File: src/pplb_pkg.sv
// Package of the peak-to-peak level bar: payload types, codes, constants and FSM types.
package pplb_pkg;

   // Field widths
   localparam int CMD_W        = 2;
   localparam int SAMPLE_W     = 11;
   localparam int KEY_W        = 3;
   localparam int ROW_W        = 6;
   localparam int COLOR_W      = 24;
   localparam int LEVEL_W      = 10;
   localparam int WINDOW_W     = 16;
   localparam int RED_ROWS_W   = 7;
   localparam int TICKS_W      = 17;
   localparam int CSR_INDEX_W  = 2;
   localparam int CSR_DATA_W   = 16;

   // Default column height
   localparam int COLUMN_HEIGHT_DEF = 8;

   // Request kinds
   localparam logic [CMD_W-1:0] CMD_SAMPLE = 2'd0;
   localparam logic [CMD_W-1:0] CMD_TICK   = 2'd1;
   localparam logic [CMD_W-1:0] CMD_KEY    = 2'd2;

   // Key codes
   localparam logic [KEY_W-1:0] KEY_HIGH_UP   = 3'd0;
   localparam logic [KEY_W-1:0] KEY_HIGH_DOWN = 3'd1;
   localparam logic [KEY_W-1:0] KEY_LOW_UP    = 3'd2;
   localparam logic [KEY_W-1:0] KEY_LOW_DOWN  = 3'd3;
   localparam logic [KEY_W-1:0] KEY_LOW_PEAK  = 3'd4;
   localparam logic [KEY_W-1:0] KEY_HIGH_PEAK = 3'd5;

   // Register indexes
   localparam logic [CSR_INDEX_W-1:0] CSR_WINDOW_TICKS = 2'd0;
   localparam logic [CSR_INDEX_W-1:0] CSR_RED_ROWS     = 2'd1;

   // Constants
   localparam logic [SAMPLE_W-1:0]   SAMPLE_LIMIT   = 11'd1024;
   localparam logic [LEVEL_W-1:0]    BOUND_TOP      = 10'd1023;
   localparam logic [LEVEL_W-1:0]    KEY_STEP       = 10'd100;
   localparam logic [TICKS_W-1:0]    TICK_TOP       = 17'h1ffff;
   localparam logic [WINDOW_W-1:0]   WINDOW_RESET   = 16'd50;
   localparam logic [RED_ROWS_W-1:0] RED_ROWS_RESET = 7'd6;
   localparam logic [COLOR_W-1:0]    COLOR_OFF      = 24'h000000;
   localparam logic [COLOR_W-1:0]    COLOR_GREEN    = 24'h00ff00;
   localparam logic [COLOR_W-1:0]    COLOR_RED      = 24'hff0000;

   // Request payload
   typedef struct packed {
      logic [CMD_W-1:0]    cmd;
      logic [SAMPLE_W-1:0] sample_value;
      logic [KEY_W-1:0]    key_code;
   } req_type;

   // Result payload
   typedef struct packed {
      logic [ROW_W-1:0]   row_index;
      logic [COLOR_W-1:0] pixel_color;
      logic [LEVEL_W-1:0] peak_level;
      logic               last_row;
   } rsp_type;

   // Controller states
   typedef enum logic [1:0] {
      ST_IDLE,
      ST_PREP,
      ST_DIV,
      ST_EMIT
   } state_type;

   // Controller to datapath
   typedef struct packed {
      logic take;
      logic prep;
      logic capture;
      logic row_step;
   } cmd_type;

   // Datapath to controller
   typedef struct packed {
      logic close;
      logic bounds_equal;
      logic div_done;
      logic last_row;
   } status_type;

endpackage

File: src/pplb_div.sv
// Shift-subtract divider for unsigned magnitudes, one quotient bit per cycle.
module pplb_div #(
   parameter int NUM_W = 14,
   parameter int DEN_W = 10
) (
   input  logic             clock,
   input  logic             reset,
   input  logic             start,
   input  logic [NUM_W-1:0] num,
   input  logic [DEN_W-1:0] den,
   output logic [NUM_W-1:0] quot,
   output logic             done
);

   localparam int CNT_W = $clog2(NUM_W + 1);

   logic [NUM_W-1:0] quo_ff, quo_in;
   logic [DEN_W-1:0] rem_ff, rem_in;
   logic [DEN_W-1:0] den_ff, den_in;
   logic [CNT_W-1:0] cnt_ff, cnt_in;
   logic             done_ff, done_in;
   logic [DEN_W:0]   trial;
   logic [DEN_W:0]   diff;
   logic             fits;

   // One restoring step
   assign trial = {rem_ff, quo_ff[NUM_W-1]};
   assign fits  = trial >= {1'b0, den_ff};
   assign diff  = trial - {1'b0, den_ff};

   always_comb begin
      quo_in  = quo_ff;
      rem_in  = rem_ff;
      den_in  = den_ff;
      cnt_in  = cnt_ff;
      done_in = 1'b0;
      if (start) begin
         quo_in = num;
         rem_in = '0;
         den_in = den;
         cnt_in = CNT_W'(NUM_W);
      end else if (cnt_ff != '0) begin
         quo_in  = {quo_ff[NUM_W-2:0], fits};
         rem_in  = fits ? diff[DEN_W-1:0] : trial[DEN_W-1:0];
         cnt_in  = cnt_ff - 1'b1;
         done_in = (cnt_ff == CNT_W'(1));
      end
   end

   always_ff @(posedge clock) begin
      if (reset) begin
         cnt_ff  <= '0;
         done_ff <= 1'b0;
      end else begin
         cnt_ff  <= cnt_in;
         done_ff <= done_in;
      end
      quo_ff <= quo_in;
      rem_ff <= rem_in;
      den_ff <= den_in;
   end

   assign quot = quo_ff;
   assign done = done_ff;

endmodule

File: src/pplb_dp.sv
// Datapath: window tracking, scale bounds, settings, level scaling and column pixels.
module pplb_dp #(
   parameter int COLUMN_HEIGHT = pplb_pkg::COLUMN_HEIGHT_DEF
) (
   input  logic                               clock,
   input  logic                               reset,
   input  pplb_pkg::req_type                  req_payload,
   input  logic                               csr_valid,
   input  logic [pplb_pkg::CSR_INDEX_W-1:0]   csr_index,
   input  logic [pplb_pkg::CSR_DATA_W-1:0]    csr_wdata,
   input  pplb_pkg::cmd_type                  cmd,
   output pplb_pkg::status_type               status,
   output pplb_pkg::rsp_type                  rsp_payload
);

   localparam int LVL_W = $clog2(COLUMN_HEIGHT + 1);
   localparam int NUM_W = pplb_pkg::LEVEL_W + LVL_W;
   localparam int DEN_W = pplb_pkg::LEVEL_W;
   localparam int LW    = pplb_pkg::LEVEL_W;

   // Settings
   logic [pplb_pkg::WINDOW_W-1:0]   window_ticks_ff, window_ticks_in;
   logic [pplb_pkg::RED_ROWS_W-1:0] red_rows_ff, red_rows_in;

   // Window and scale state
   logic [LW-1:0]                   window_max_ff, window_max_in;
   logic [pplb_pkg::SAMPLE_W-1:0]   window_min_ff, window_min_in;
   logic [pplb_pkg::TICKS_W-1:0]    elapsed_ff, elapsed_in;
   logic [LW-1:0]                   last_peak_ff, last_peak_in;
   logic [LW-1:0]                   scale_low_ff, scale_low_in;
   logic [LW-1:0]                   scale_high_ff, scale_high_in;

   // Column state
   logic [LVL_W-1:0]                level_ff, level_in;
   logic [pplb_pkg::ROW_W-1:0]      row_ff, row_in;
   logic                            neg_ff, neg_in;

   logic [pplb_pkg::TICKS_W-1:0]    elapsed_next;
   logic                            close;
   logic [LW-1:0]                   peak;
   logic [LW:0]                     high_up, low_up;
   logic [LW-1:0]                   sample10;
   logic                            sample_ok;
   logic [LW:0]                     diff_pl, diff_hl;
   logic [LW-1:0]                   mag_pl, mag_hl;
   logic [NUM_W-1:0]                num_mag;
   logic [NUM_W-1:0]                quot;
   logic                            div_done;
   logic                            div_start;
   logic [LVL_W-1:0]                eq_level;
   logic [LVL_W-1:0]                div_level;
   logic                            row_lit;

   // Tick count with saturation and window close test
   assign elapsed_next = (elapsed_ff == pplb_pkg::TICK_TOP) ? elapsed_ff : elapsed_ff + 1'b1;
   assign close = (req_payload.cmd == pplb_pkg::CMD_TICK) &&
                  (elapsed_next > {1'b0, window_ticks_ff});

   // Peak-to-peak of the open window, zero when empty
   always_comb begin
      if (window_min_ff >= pplb_pkg::SAMPLE_LIMIT ||
          {1'b0, window_max_ff} < window_min_ff) begin
         peak = '0;
      end else begin
         peak = window_max_ff - window_min_ff[LW-1:0];
      end
   end

   assign sample_ok = req_payload.sample_value < pplb_pkg::SAMPLE_LIMIT;
   assign sample10  = req_payload.sample_value[LW-1:0];
   assign high_up   = {1'b0, scale_high_ff} + {1'b0, pplb_pkg::KEY_STEP};
   assign low_up    = {1'b0, scale_low_ff} + {1'b0, pplb_pkg::KEY_STEP};

   // Request handling
   always_comb begin
      window_max_in = window_max_ff;
      window_min_in = window_min_ff;
      elapsed_in    = elapsed_ff;
      last_peak_in  = last_peak_ff;
      scale_low_in  = scale_low_ff;
      scale_high_in = scale_high_ff;
      if (cmd.take) begin
         unique case (req_payload.cmd)
            pplb_pkg::CMD_SAMPLE: begin
               if (sample_ok) begin
                  if (sample10 > window_max_ff) window_max_in = sample10;
                  if (req_payload.sample_value < window_min_ff) begin
                     window_min_in = req_payload.sample_value;
                  end
               end
            end
            pplb_pkg::CMD_TICK: begin
               if (close) begin
                  elapsed_in    = '0;
                  last_peak_in  = peak;
                  window_max_in = '0;
                  window_min_in = pplb_pkg::SAMPLE_LIMIT;
               end else begin
                  elapsed_in = elapsed_next;
               end
            end
            pplb_pkg::CMD_KEY: begin
               unique case (req_payload.key_code)
                  pplb_pkg::KEY_HIGH_UP: begin
                     scale_high_in = (high_up > {1'b0, pplb_pkg::BOUND_TOP}) ?
                                     pplb_pkg::BOUND_TOP : high_up[LW-1:0];
                  end
                  pplb_pkg::KEY_HIGH_DOWN: begin
                     scale_high_in = (scale_high_ff < pplb_pkg::KEY_STEP) ?
                                     '0 : scale_high_ff - pplb_pkg::KEY_STEP;
                  end
                  pplb_pkg::KEY_LOW_UP: begin
                     scale_low_in = (low_up > {1'b0, pplb_pkg::BOUND_TOP}) ?
                                    pplb_pkg::BOUND_TOP : low_up[LW-1:0];
                  end
                  pplb_pkg::KEY_LOW_DOWN: begin
                     scale_low_in = (scale_low_ff < pplb_pkg::KEY_STEP) ?
                                    '0 : scale_low_ff - pplb_pkg::KEY_STEP;
                  end
                  pplb_pkg::KEY_LOW_PEAK:  scale_low_in  = last_peak_ff;
                  pplb_pkg::KEY_HIGH_PEAK: scale_high_in = last_peak_ff;
                  default: ;
               endcase
            end
            default: ;
         endcase
      end
   end

   // Settings writes; unknown indexes are dropped
   always_comb begin
      window_ticks_in = window_ticks_ff;
      red_rows_in     = red_rows_ff;
      if (csr_valid) begin
         unique case (csr_index)
            pplb_pkg::CSR_WINDOW_TICKS: window_ticks_in = csr_wdata;
            pplb_pkg::CSR_RED_ROWS:     red_rows_in = csr_wdata[pplb_pkg::RED_ROWS_W-1:0];
            default: ;
         endcase
      end
   end

   // Signed differences as sign and magnitude for the divider
   assign diff_pl = {1'b0, last_peak_ff} - {1'b0, scale_low_ff};
   assign diff_hl = {1'b0, scale_high_ff} - {1'b0, scale_low_ff};
   assign mag_pl  = diff_pl[LW] ? LW'(-diff_pl) : diff_pl[LW-1:0];
   assign mag_hl  = diff_hl[LW] ? LW'(-diff_hl) : diff_hl[LW-1:0];
   assign num_mag = NUM_W'(mag_pl) * NUM_W'(COLUMN_HEIGHT);
   assign div_start = cmd.prep && !status.bounds_equal;

   pplb_div #(
      .NUM_W(NUM_W),
      .DEN_W(DEN_W)
   ) u_div (
      .clock (clock),
      .reset (reset),
      .start (div_start),
      .num   (num_mag),
      .den   (mag_hl),
      .quot  (quot),
      .done  (div_done)
   );

   // Level: equal bounds give all or nothing; otherwise clamp the quotient
   assign eq_level  = (last_peak_ff > scale_low_ff) ? LVL_W'(COLUMN_HEIGHT) : '0;
   assign div_level = neg_ff ? '0 :
                      (quot > NUM_W'(COLUMN_HEIGHT)) ? LVL_W'(COLUMN_HEIGHT) :
                      quot[LVL_W-1:0];

   always_comb begin
      level_in = level_ff;
      row_in   = row_ff;
      neg_in   = neg_ff;
      if (cmd.prep) begin
         row_in   = '0;
         neg_in   = diff_pl[LW] ^ diff_hl[LW];
         level_in = eq_level;
      end else if (cmd.capture) begin
         level_in = div_level;
      end else if (cmd.row_step) begin
         row_in = row_ff + 1'b1;
      end
   end

   always_ff @(posedge clock) begin
      if (reset) begin
         window_ticks_ff <= pplb_pkg::WINDOW_RESET;
         red_rows_ff     <= pplb_pkg::RED_ROWS_RESET;
         window_max_ff   <= '0;
         window_min_ff   <= pplb_pkg::SAMPLE_LIMIT;
         elapsed_ff      <= '0;
         last_peak_ff    <= '0;
         scale_low_ff    <= '0;
         scale_high_ff   <= pplb_pkg::BOUND_TOP;
      end else begin
         window_ticks_ff <= window_ticks_in;
         red_rows_ff     <= red_rows_in;
         window_max_ff   <= window_max_in;
         window_min_ff   <= window_min_in;
         elapsed_ff      <= elapsed_in;
         last_peak_ff    <= last_peak_in;
         scale_low_ff    <= scale_low_in;
         scale_high_ff   <= scale_high_in;
      end
      level_ff <= level_in;
      row_ff   <= row_in;
      neg_ff   <= neg_in;
   end

   // Pixel of the current row
   assign row_lit = {{(8 - pplb_pkg::ROW_W){1'b0}}, row_ff} < 8'(level_ff);

   always_comb begin
      rsp_payload.row_index  = row_ff;
      rsp_payload.peak_level = last_peak_ff;
      rsp_payload.last_row   = status.last_row;
      if (!row_lit) begin
         rsp_payload.pixel_color = pplb_pkg::COLOR_OFF;
      end else if ({1'b0, row_ff} < red_rows_ff) begin
         rsp_payload.pixel_color = pplb_pkg::COLOR_GREEN;
      end else begin
         rsp_payload.pixel_color = pplb_pkg::COLOR_RED;
      end
   end

   assign status.close        = close;
   assign status.bounds_equal = scale_low_ff == scale_high_ff;
   assign status.div_done     = div_done;
   assign status.last_row     = row_ff == pplb_pkg::ROW_W'(COLUMN_HEIGHT - 1);

endmodule

File: src/pplb_ctrl.sv
// Controller: request intake, level computation sequencing and column transfer.
module pplb_ctrl (
   input  logic                 clock,
   input  logic                 reset,
   input  logic                 req_valid,
   input  logic                 rsp_stall,
   input  pplb_pkg::status_type status,
   output pplb_pkg::cmd_type    cmd,
   output logic                 req_stall,
   output logic                 rsp_valid
);

   pplb_pkg::state_type state_ff, state_in;

   // Next state
   always_comb begin
      state_in = state_ff;
      unique case (state_ff)
         pplb_pkg::ST_IDLE: begin
            if (req_valid && status.close) state_in = pplb_pkg::ST_PREP;
         end
         pplb_pkg::ST_PREP: begin
            state_in = status.bounds_equal ? pplb_pkg::ST_EMIT : pplb_pkg::ST_DIV;
         end
         pplb_pkg::ST_DIV: begin
            if (status.div_done) state_in = pplb_pkg::ST_EMIT;
         end
         pplb_pkg::ST_EMIT: begin
            if (!rsp_stall && status.last_row) state_in = pplb_pkg::ST_IDLE;
         end
         default: state_in = pplb_pkg::ST_IDLE;
      endcase
   end

   // Outputs
   always_comb begin
      cmd       = '0;
      req_stall = 1'b1;
      rsp_valid = 1'b0;
      unique case (state_ff)
         pplb_pkg::ST_IDLE: begin
            req_stall = 1'b0;
            cmd.take  = req_valid;
         end
         pplb_pkg::ST_PREP: cmd.prep = 1'b1;
         pplb_pkg::ST_DIV:  cmd.capture = status.div_done;
         pplb_pkg::ST_EMIT: begin
            rsp_valid    = 1'b1;
            cmd.row_step = !rsp_stall;
         end
         default: ;
      endcase
   end

   always_ff @(posedge clock) begin
      if (reset) begin
         state_ff <= pplb_pkg::ST_IDLE;
      end else begin
         state_ff <= state_in;
      end
   end

endmodule

File: src/peak_to_peak_level_bar.sv
// Peak-to-peak level bar: samples, ticks and keys in; one column of bar pixels per window out.
// Samples, key events and ticks that do not close the window are taken one per cycle while idle.
// A tick that closes the window is followed by a busy spell: a set-up state prepares the scaling,
// then, unless the scale bounds are equal, the shift-subtract divider works through the
// numerator bit by bit (10 + clog2(COLUMN_HEIGHT+1) bits, 14 at the default height) and then
// hands over its quotient. The column then leaves as COLUMN_HEIGHT results, one per cycle
// while rsp_stall is low, bottom row first, last_row marking the top. req_stall stays high
// from the closing tick until the last row is taken. Settings are written through the csr
// port, which is always ready; write it only while the block is idle.
module peak_to_peak_level_bar #(
   parameter int COLUMN_HEIGHT = pplb_pkg::COLUMN_HEIGHT_DEF
) (
   input  logic                             clock,
   input  logic                             reset,
   input  logic                             req_valid,
   output logic                             req_stall,
   input  pplb_pkg::req_type                req_payload,
   output logic                             rsp_valid,
   input  logic                             rsp_stall,
   output pplb_pkg::rsp_type                rsp_payload,
   input  logic                             csr_valid,
   output logic                             csr_ready,
   input  logic [pplb_pkg::CSR_INDEX_W-1:0] csr_index,
   input  logic [pplb_pkg::CSR_DATA_W-1:0]  csr_wdata
);

   pplb_pkg::cmd_type    cmd;
   pplb_pkg::status_type status;

   assign csr_ready = 1'b1;

   pplb_ctrl u_ctrl (
      .clock     (clock),
      .reset     (reset),
      .req_valid (req_valid),
      .rsp_stall (rsp_stall),
      .status    (status),
      .cmd       (cmd),
      .req_stall (req_stall),
      .rsp_valid (rsp_valid)
   );

   pplb_dp #(
      .COLUMN_HEIGHT(COLUMN_HEIGHT)
   ) u_dp (
      .clock       (clock),
      .reset       (reset),
      .req_payload (req_payload),
      .csr_valid   (csr_valid),
      .csr_index   (csr_index),
      .csr_wdata   (csr_wdata),
      .cmd         (cmd),
      .status      (status),
      .rsp_payload (rsp_payload)
   );

endmodule

File: config.mk
export PLATFORM = sky130hd
export DESIGN_NAME = peak_to_peak_level_bar
export DESIGN_NICKNAME = d
export VERILOG_FILES = /design/src/pplb_pkg.sv /design/src/pplb_div.sv /design/src/pplb_dp.sv /design/src/pplb_ctrl.sv /design/src/peak_to_peak_level_bar.sv
export SDC_FILE = /design/constraint.sdc
export NUM_CORES = 1
export LEC_CHECK = 0
export BUFFER_PORTS_ARGS = -buffer_cell sky130_fd_sc_hd__buf_2
export CORE_UTILIZATION = 63
export CTS_BUF_LIST = sky130_fd_sc_hd__clkbuf_4 sky130_fd_sc_hd__clkbuf_8
export DETAILED_ROUTE_END_ITERATION = 7
export PLACE_DENSITY = 0.87
export SETUP_SLACK_MARGIN = 0.05
export SYNTH_ARGS = -nofsm -noshare
export SYNTH_HDL_FRONTEND = slang
export SYNTH_SLANG_ARGS = --single-unit
File: constraint.sdc
create_clock -name clock -period 4 [get_ports clock]
set_clock_uncertainty 0.1 [all_clocks]
set_input_delay 0.2 -clock clock [delete_from_list [all_inputs] [get_ports clock]]
set_output_delay 0.2 -clock clock [all_outputs]
set_load 0.02 [all_outputs]
==> reports/metrics.cfg <==
[status]
outcome = completed

[placement]
place_area_um2 = 10780
place.gp.congestion = 0.9381
portBuffers = 73
hpwlAfterDp_mm = 18.24

[synth]
synthCells = 1280
synthAdderAreaFrac_pct = 12.94
synth_cell_types = 76
synthTopCellsByArea = dfxtp_1, ha_1, edfxtp_1
ys.flop_type = dfxtp_1
synth_top_family_by_area = compound AO/OA/AOI/OAI gates
ys_seq_area_share_pct = 29.98
synth_top_area_share_pct = 22.75
synthXorXnorAreaFrac_pct = 5.904
synth_compound_area_share_pct = 21.45
yosys_warnings = 0
synth_area_um2 = 10380
syn_area_per_cell_um2 = 8.113
synth_mux_area_share_pct = 2.446
yosys.area_share.simple_pct = 19.57
synth_area_leader_cell = dfxtp_1
synth_edf_count = 25
synthArstFlopShare_pct = 0
ys_ff_latch = 143

[global_route]
track_usage_pct = 30.35
grt_pass1_vias = 8758
grt_max_degree = 57
grt-ovfl-total = 0
antenna_found_initial = 0
grt_pass1_wl_mm = 40.99

[setup_path]
end_kind = flop
cp_slowest_cell = a211o_4
worst-endpoint-required_ps = 4250
max_stage_delay_ps = 420
cp_max_fo = 6
crit_arrival_ps = 4100
r2r_cells = 14
r2r_setup_slack_ps = 160
cp_cell_sequence = ha_2 -> and3_1 -> a21boi_2 -> nand3_2 -> or2_4 -> xnor2_1 -> ha_1 -> nand4_1 -> or3_1 -> o2111ai_1 -> a21oi_2 -> a211o_1 -> a211o_4 -> a21bo_1
timing.rr.start = u_dp.elapsed_ff[0]
cp-start-kind = flop
path_class = reg -> reg
reg2reg_to = u_dp.window_min_ff[10]

[routing]
dr_total_vias = 9582
dr.first_iter.drc_count = 688
drtAntennaViolNets = 0
viasPerCell = 6.061
dr.pass1.iters = 8
post_drt_wl_per_cell_um = 16.07
drc = 0
wl_mm = 25.40

[floorplan]
die_h_um = 130.4
start_util_pct = 64.90
rows = 46
die_x_um = 130.4
dieArea_um2 = 17000
ios = 83
core_um2 = 16000

[sta]
drv_slew = 0
fmax_ghz = 0.2601
setup_viol = 0
hold_viol = 0
period_share_pct = 96.11
slew_headroom_pct = 35.87
setup_tns_ps = 0
rsz0062_at_grt = false
period_minus_slack_ps = 3844
tightest_slew_ps = 957.5

[layout]
final_core_util_pct = 72.11
multiInputGateArea_um2 = 6564
final_cell_area_um2 = 11540
nFillCells = 1236
mostFrequentLayoutCell = nand2_1
syn2layout_area_growth_pct = 11.10
drive_above_1_share_pct = 11.58
mostFrequentLayoutCells = nand2_1, inv_1, dfxtp_1
diodes = 0
final_nets = 1496
seqCellArea_um2 = 3122

[clock_tree]
clock-sinks = 143
clk_latency_ps = 460
cts_buffers = 17
cts_max_level = 4
cts_tree = done
cts-root-buf = clkbuf_8
clock_path_buffers = 2
clk_pin_slew_ps = 90

[job]
drv_cap = 0

[power_and_ir_drop]
p_per_area_nw_per_um2 = 412.1
leakagePower_nw = 4.867
ir_drop_mv = 0.2673

[min_path]
hp-class = in -> reg
holdPathStages = 4
worstHoldStart = rsp_stall
hold_path_end = u_dp.row_ff[0]

-- worst max-delay path by stage --
| stage | start | end | slack (ps) | depth (start not counted) |
|---|---|---|---|---|
| after global placement | u_dp.elapsed_ff[0] | u_dp.window_min_ff[10] | 100 | 14 |
| after CTS | u_dp.elapsed_ff[1] | u_dp.window_min_ff[10] | 70 | 14 |
| after detailed placement | u_dp.elapsed_ff[0] | u_dp.window_min_ff[10] | -40 | 14 |
| after global routing | u_dp.elapsed_ff[0] | u_dp.window_min_ff[10] | 6 | 14 |
| after floorplan | u_dp.elapsed_ff[0] | u_dp.window_min_ff[0] | 380 | 15 |
| final | u_dp.elapsed_ff[0] | u_dp.window_min_ff[10] | 160 | 14 |
-- sequential cells by signal, indices dropped and copies added, names as in the netlist, 6 cells and up --
name and flops:
u_dp.window_ticks_ff 16, u_dp.last_peak_ff 10, u_dp.window_max_ff 10, u_dp.u_div.den_ff 10, u_dp.row_ff 6, u_dp.window_min_ff 11
u_dp.elapsed_ff 17, u_dp.u_div.rem_ff 10, u_dp.red_rows_ff 7, u_dp.scale_low_ff 10, u_dp.scale_high_ff 10, u_dp.u_div.quot 14
-- what timing repair did --
action	4_1_cts	5_1_grt
pin swaps	1	4
cloned	0	1
hold buffers	26	0
hold endpoints to repair	34	0
resized for setup	3	14
buffers inserted	0	5
setup endpoints to repair	20	47
-- critical path, delay by kind of cell, from the launching register on --
kind / cells / cell delay [ps]
compound gates: 6 / 1450
xor+xnor: 1 / 130
fa+ha+maj: 2 / 500
flops: 1 / 390
simple gates: 5 / 1180
-- where the power goes --
| group | internal [mW] | total (mW) | switching (mW) |
|---|---|---|---|
| registers | 1.74 | 1.89 | 0.152 |
| clock network | 0.589 | 1.16 | 0.575 |
| logic | 0.686 | 1.70 | 1.02 |
-- cells in the mapped netlist, types with 22 or more instances --
cell type,number
a21oi_1,104
edfxtp_1,25
xor2_1,26
inv_1,113
a21o_1,23
clkbuf_1,41
nand2_1,124
mux2i_1,22
nor2_1,66
nor3_1,31
ha_1,101
nand3_1,50
dfxtp_1,118
xnor2_1,44
o21ai_0,62
nand2b_1,29
buf_4,24
-- layer usage --
| metal | vias to the layer above | global-route usage [%] | wire [um] |
|---|---|---|---|
| met5 | - | 0 | 0 |
| met3 | 52 | 5.782 | 1760 |
| met2 | 377 | 51.47 | 12070 |
| met4 | 0 | 9.939 | 531 |
| met1 | 4474 | 38.93 | 11050 |
| li1 | 4679 | - | - |
-- through the flow --
stage / instances / hold WS [ps] / setup WS (ps) / total power, mW
floorplan: 1287 / 217.8 / 381.6 / 3.192
global placement: 1517 / 324.6 / 104.2 / 3.490
detailed placement: 1517 / 338.3 / -43.59 / 3.574
CTS: 1575 / 73.60 / 73.74 / 4.744
global route: 1581 / 80.61 / 6.170 / 5.047
finish: 1581 / 91.67 / 155.6 / 4.754
-- cell type report --
class	instances	share of cell area, %
clock inverter	12	1.160
clock buffer	20	2.277
sequential	143	27.06
inverter	115	3.741
tap	216	2.342
timing repair buffer	116	6.529
multi-input combinational	959	56.89
-- logic make-up (layout without fill, tap and decap cells) --
logic type,after synthesis,count (layout)
AOI/OAI and AO/OA,345,346
xor gates and xnor gates,70,70
adders and majority gates,105,105
buffers and inverters,186,263
DFF,143,143
muxes,25,25
other,2,9
and+or+nand+nor,404,404
Power figures use the tool's default switching activity.
